$ cat config.mk
export PLATFORM = sky130hd
export DESIGN_NAME = sprq_cell
export DESIGN_NICKNAME = d
export VERILOG_FILES = /design/src/design/sprq_pkg.sv /design/src/design/sprq_cell.sv
export SDC_FILE = /design/constraint.sdc
export NUM_CORES = 1
export LEC_CHECK = 0
export ABC_AREA = 1
export ABC_CLOCK_PERIOD_IN_PS = 3100
export BUFFER_PORTS_ARGS = -buffer_cell sky130_fd_sc_hd__clkbuf_2
export CAP_MARGIN = 0
export CORE_MARGIN = 2
export CORE_UTILIZATION = 38
export CTS_CLUSTER_SIZE = 20
export DETAILED_ROUTE_END_ITERATION = 10
export GPL_TIMING_DRIVEN = 0
export PLACE_DENSITY = 0.88
export SYNTH_ARGS = -nofsm -noshare
export SYNTH_HDL_FRONTEND = slang
export SYNTH_SLANG_ARGS = --single-unit
$ cat constraint.sdc
create_clock -name clk -period 3.1 [get_ports clk]
set_input_delay 0.62 -clock clk [delete_from_list [all_inputs] [get_ports clk]]
set_output_delay 0.62 -clock clk [all_outputs]
set_load 0.02 [all_outputs]
$ cat src/design/sprq_pkg.sv
// Shared types and codes for the sorted packet reorder queue.
package sprq_pkg;

	// Width of the capacity limit register.
	localparam int unsigned MAXE_BITS = 7;

	// Width of the command and status fields.
	localparam int unsigned CMD_BITS    = 1;
	localparam int unsigned STATUS_BITS = 3;

	// Command codes.
	localparam logic [CMD_BITS-1:0] CMD_WRITE = 1'b0;
	localparam logic [CMD_BITS-1:0] CMD_READ  = 1'b1;

	// Status codes.
	localparam logic [STATUS_BITS-1:0] ST_INSERTED  = 3'd0;
	localparam logic [STATUS_BITS-1:0] ST_DROP_FULL = 3'd1;
	localparam logic [STATUS_BITS-1:0] ST_DROP_DUP  = 3'd2;
	localparam logic [STATUS_BITS-1:0] ST_READ_OK   = 3'd3;
	localparam logic [STATUS_BITS-1:0] ST_READ_EMPTY = 3'd4;

	// Control broadcast from the sequencer to every cell.
	typedef struct packed {
		logic clear;  // reset the search chains before a scan
		logic scan;   // advance the search chains by one cell
		logic ins;    // commit an insertion
		logic rd;     // commit a removal of the earliest entry
	} cell_ctrl_t;

endpackage

$ cat src/design/sprq_cell.sv
// One storage cell of the sorted chain: an entry plus its slice of the search chains.
module sprq_cell
	import sprq_pkg::*;
#(
	parameter int unsigned CELL_IDX    = 0,
	parameter int unsigned CW          = 7,
	parameter int unsigned KEY_BITS    = 16,
	parameter int unsigned HANDLE_BITS = 16
) (
	input  logic                   clk,
	input  logic                   arst_n,
	input  cell_ctrl_t             ctrl,
	input  logic [KEY_BITS-1:0]    new_key,
	input  logic [HANDLE_BITS-1:0] new_handle,
	input  logic [CW-1:0]          occ,
	input  logic [KEY_BITS-1:0]    below_key,
	input  logic [HANDLE_BITS-1:0] below_handle,
	input  logic                   below_s,
	input  logic [KEY_BITS-1:0]    above_key,
	input  logic [HANDLE_BITS-1:0] above_handle,
	input  logic                   above_s,
	input  logic                   above_d,
	input  logic                   above_t,
	output logic [KEY_BITS-1:0]    key,
	output logic [HANDLE_BITS-1:0] handle,
	output logic                   s,
	output logic                   d,
	output logic                   t
);

	localparam logic [CW-1:0] IDX  = CW'(CELL_IDX);
	localparam logic [CW-1:0] IDX1 = CW'(CELL_IDX + 1);

	logic [KEY_BITS-1:0]    key_q;
	logic [HANDLE_BITS-1:0] handle_q;
	logic                   s_q;
	logic                   d_q;
	logic                   t_q;
	logic [KEY_BITS-1:0]    diff;
	logic                   occupied;
	logic                   not_before;
	logic                   key_eq;
	logic                   is_top;

	// Local compare of the incoming key against this cell's entry.
	always_comb begin
		occupied   = IDX < occ;
		is_top     = IDX1 == occ;
		diff       = new_key - key_q;
		not_before = occupied && !diff[KEY_BITS-1];
		key_eq     = key_q == new_key;
	end

	// Search chains: the suffix flag, the duplicate flag and the top-hit flag
	// ripple one cell per cycle from the latest entry toward the earliest.
	always_ff @(posedge clk or negedge arst_n) begin
		if (!arst_n) begin
			s_q <= 1'b0;
			d_q <= 1'b0;
			t_q <= 1'b0;
		end else if (ctrl.clear) begin
			s_q <= 1'b0;
			d_q <= 1'b0;
			t_q <= 1'b0;
		end else if (ctrl.scan) begin
			s_q <= not_before | above_s;
			d_q <= (not_before & ~above_s & key_eq) | above_d;
			t_q <= (not_before & is_top) | above_t;
		end
	end

	// Entry storage: take the new entry, shift up from below, or shift down from above.
	always_ff @(posedge clk) begin
		if (ctrl.ins) begin
			if (!s_q) begin
				if (below_s) begin
					key_q    <= new_key;
					handle_q <= new_handle;
				end else if (IDX <= occ) begin
					key_q    <= below_key;
					handle_q <= below_handle;
				end
			end
		end else if (ctrl.rd) begin
			key_q    <= above_key;
			handle_q <= above_handle;
		end
	end

	assign key    = key_q;
	assign handle = handle_q;
	assign s      = s_q;
	assign d      = d_q;
	assign t      = t_q;

endmodule
; After elaboration in Yosys (flattened, before gate mapping)
; Cells that the tools add are included.
[classes]
reduce_logical = 5
n_eq_ne = 4
muxes = 16
magnitude_cmp = 2
n_addsub = 1
n_bitwise = 7
[ops]
columns = operator, n
row1 = $mux W16, 10
row2 = $eq A16 B16 Y1, 1
row3 = $sub A16 B16 Y16, 1
row4 = $eq A1 B7 Y1 const A, 1
row5 = $le A1 B7 Y1 const A, 1
row6 = $lt A1 B7 Y1 const A, 1
row7 = $mux W1, 6
row8 = $reduce_bool A2 Y1, 2
row9 = $and A1 B1 Y1, 3
row10 = $ne A3 B1 Y1 const B, 1
row11 = $or A1 B1 Y1, 3
row12 = $reduce_and A3 Y1, 1
row13 = $ne A2 B2 Y1 const B, 1
row14 = $logic_and A1 B1 Y1, 1
row15 = $logic_not A1 Y1, 1
row16 = $not A1 Y1, 1
[totals]
reg_bits = 35
output_inout_bits = 35

; Longest topological paths before layout
[logic_depth]
depth_word = 8
mapped_depth = 15
ltp_nobuf = 15

; Worst setup path before layout
; Ideal clock, no wire load.
[synth_path]
path_kind = input to register
startpoint = in ctrl[1] in the netlist's numbering
endpoint = reg handle_q[0] (netlist: handle[0]), enable pin
required_time_ns = 2.634
arrival_time_ns = 3.271
slack_ns = -0.637
setup_ns = 0.466
cell_stages = 3
cell_sequence = clkinv_1 > clkbuf_1 > o21ai_0
[synth_via]
elab_chain_len = 2
[synth_rtl]
columns = item, line
row1 = from (decl), sprq_cell.sv:12  ; input cell_ctrl_t ctrl,
row2 = $ne A3 B1 Y1 (no source line) (tied with other cells), --
row3 = $reduce_and A3 Y1 (no source line) *, --
row4 = to (signal assigned), sprq_cell.sv:78  ; handle_q <= new_handle;
row5 = to (signal assigned), sprq_cell.sv:81  ; handle_q <= below_handle;
row6 = to (signal assigned), sprq_cell.sv:86  ; handle_q <= above_handle;
row7 = to (decl), sprq_cell.sv:35  ; logic [HANDLE_BITS-1:0] handle_q;
; Mark *: on every way between the ends. The rest lies on a longest branch, timed or not.
; A chain may end at the register's enable or synchronous reset.

; Final worst setup path
[layout_path]
startpoint = in ctrl[1] in the netlist's numbering
endpoint = reg handle_q[8] (netlist: handle[8]), enable pin
; The elaborated chain is that of the path after synthesis.

==> out/results.txt <==
vias in the first global route -> 2402
core area -> 5570 sq um
CP required -> 3090 ps
GPL Wtd Cong -> 0.752
switching fraction of total power -> 32.0%
sequential cell area fraction in the yosys report -> 46.6%
GRT Resource Usage Total -> 21.5%
Final period util -> 66.2%
gr ovfl total -> 0
mapped cell area -> 2220 sq um
clk_lat worst skew -> 290 ps
HPWL Detailed -> 5.42 mm
via count -> 2469
Synth Warn # -> 0
Residual DRC -> 0
Routed wire per std cell -> 13.1 microns
EDFF count, synth -> 32
most frequent cell after synthesis -> nand2_1
Clock Path Buffers -> 2
max_slew headroom -> 58.1%
Comb pwr share -> 29.2%
most frequent cells after synthesis -> nand2_1, o21ai_0, nor2_1
Layout Skew -> 6.22 ps
final setup vio count -> 0
FMAX -> 0.487 GHz
CTS Buf Count -> 5
fin crit period -> 2050 ps
initial DRC count -> 90
area leader, netlist -> edfxtp_1
final count of hold timing violations -> 0
clock share of power -> 24.6%
fraction of registers with async set/reset -> 8.57%
run status -> completed
Worst setup SP type -> primary input
setup bufs post-CTS -> 0
top post-synthesis cells by area -> edfxtp_1, o21ai_0, nand2_1
drt pass-1 iters -> 4
Worst VDD drop -> 0.210 mV
post-synthesis cell type count -> 20
Final nets -> 567
WS Path Type -> primary input to register
H-tree depth reported by CTS -> 2
Worst Hold Class -> primary input to asynchronous set/reset pin
Syn Nets -> 412
die area -> 6480 sq um
synthesized instance count -> 284
RSZ-0062 raised after global routing -> false
post-synth top area share -> 43.2%
Core Util, Final -> 56.8%
Die W -> 80.5 microns
layout cells sized above 1 -> 35.7%
wire length after detailed routing -> 6.72 mm
I/O pin total -> 148
Site Rows -> 27
kind of end point of the critical path -> register
Pint -> 0.883 mW
Antenna Cells -> 0
Hold Buf Count CTS -> 0
Synth Area per Inst -> 7.83 sq um
max incr delay on CP -> 520 ps
max-slew violations -> 0
CP max FO -> 21
port bufs -> 147
Pwr Density -> 410 nW/um^2
clk root buf -> clkbuf_8
clk sinks -> 35
global-route wire length before repair -> 10.7 mm
CTS tree -> done
switching power -> 0.416 mW
routed vias/inst -> 4.82
pin count of the biggest net entering global routing -> 22
top_reg_cell synth -> edfxtp_1
initial antenna violation count -> 0
critical path arrival -> 2050 ps
#FFs+latches synth -> 35
Resized Gates After CTS -> 0
Die Ht -> 80.5 microns
Reg clk slew, reported paths -> 70 ps
CP Cell Sequence -> clkbuf_2 -> clkinv_1 -> clkbuf_1 -> o21ai_4 -> buf_16
Slowest-stage cell, CP -> o21ai_4
max-capacitance violation count -> 0
Area Growth Syn to Fin -> 42.5%
Initial Utilization -> 39.9%
Flop pwr share -> 46.2%
total negative slack -> 0 ps
Worst-Margin Slew -> 628 ps
antenna viol nets, final -> 0
leakage power -> 1.65 nW
registers in the layout, summed over array words and instances, names as in the netlist:
signal / cells
d: 1
t: 1
s: 1
key: 16
handle: 16
path summary, 6_finish.rpt:
kind / startpoint / endpoint / slack, ps / cells past startpoint
hold / removal: arst_n / t / 120 / 1
setup / recovery: ctrl[1] / handle[8] / 1050 / 5
min in group clk: d / d / 510 / 2
hold reg to reg: d / d / 510 / 2
max in group asynchronous: arst_n / s / 2860 / 1
setup reg to reg: key[14] / t / 1440 / 14
through the flow:
step                hold slack, ps  cell area (sq um)  power, mW  setup slack [ps]  instances
finish                         124               3170       1.30              1050        512
global route                   117               3170       1.38               928        512
CTS                            120               3170       1.31              1010        512
detailed placement             423               3090      0.993               717        504
global placement               418               3050      0.969              -903        503
floorplan                      324               2220      0.816               229        284
placed cells by master, fill, tap and decap left out, drive strengths merged:
| cell | n |
|---|---|
| a21oi | 5 |
| buf | 1 |
| clkbuf | 165 |
| clkinv | 3 |
| dfrtp | 3 |
| edfxtp | 32 |
| ha | 15 |
| inv | 29 |
| nand2 | 72 |
| nand3 | 5 |
| nand3b | 1 |
| nand4 | 1 |
| nor2 | 39 |
| nor3 | 2 |
| nor3b | 1 |
| o21ai | 65 |
| xor2 | 1 |
critical path: cells and delay by family:
| family | cells | cell delay, ps |
|---|---|---|
| buffers and inverters | 4 | 890 |
| AOI/OAI and AO/OA | 1 | 520 |
logic make-up (layout without fill, tap and decap cells):
logic type,Yosys count,in the layout,share of synthesized area (%)
DFF,35,35,46.6
and+or+nand+nor,121,121,21.7
xor gates and xnor gates,1,1,0.394
adders and majority gates,15,15,8.44
buffers and inverters,42,198,7.09
AOI/OAI and AO/OA,70,70,15.8
cell type report:
class	instances	area (sq um)
well taps	72	90.1
clock inverters	2	7.51
clock buffers	6	72.6
plain buffers	12	45.0
flip-flops and latches	35	1040
fillers	544	2410
multi-input cells	207	1040
repair buffers	148	763
inverters	30	113
layer usage:
metal	wire length (microns)	global-route usage (%)
met1	2650	24.2
met2	3390	39.3
met3	563	5.62
met4	115	6.78
met5	0	0
power groups by stage:
stage	Sequential [mW]	Combinational [mW]	Clock [mW]
after global placement	0.609	0.360	0
after detailed placement	0.610	0.383	0
final	0.600	0.380	0.319
after CTS	0.600	0.385	0.330
after global routing	0.605	0.428	0.349
after floorplan	0.671	0.145	0
(Power assumes the default switching activity.)
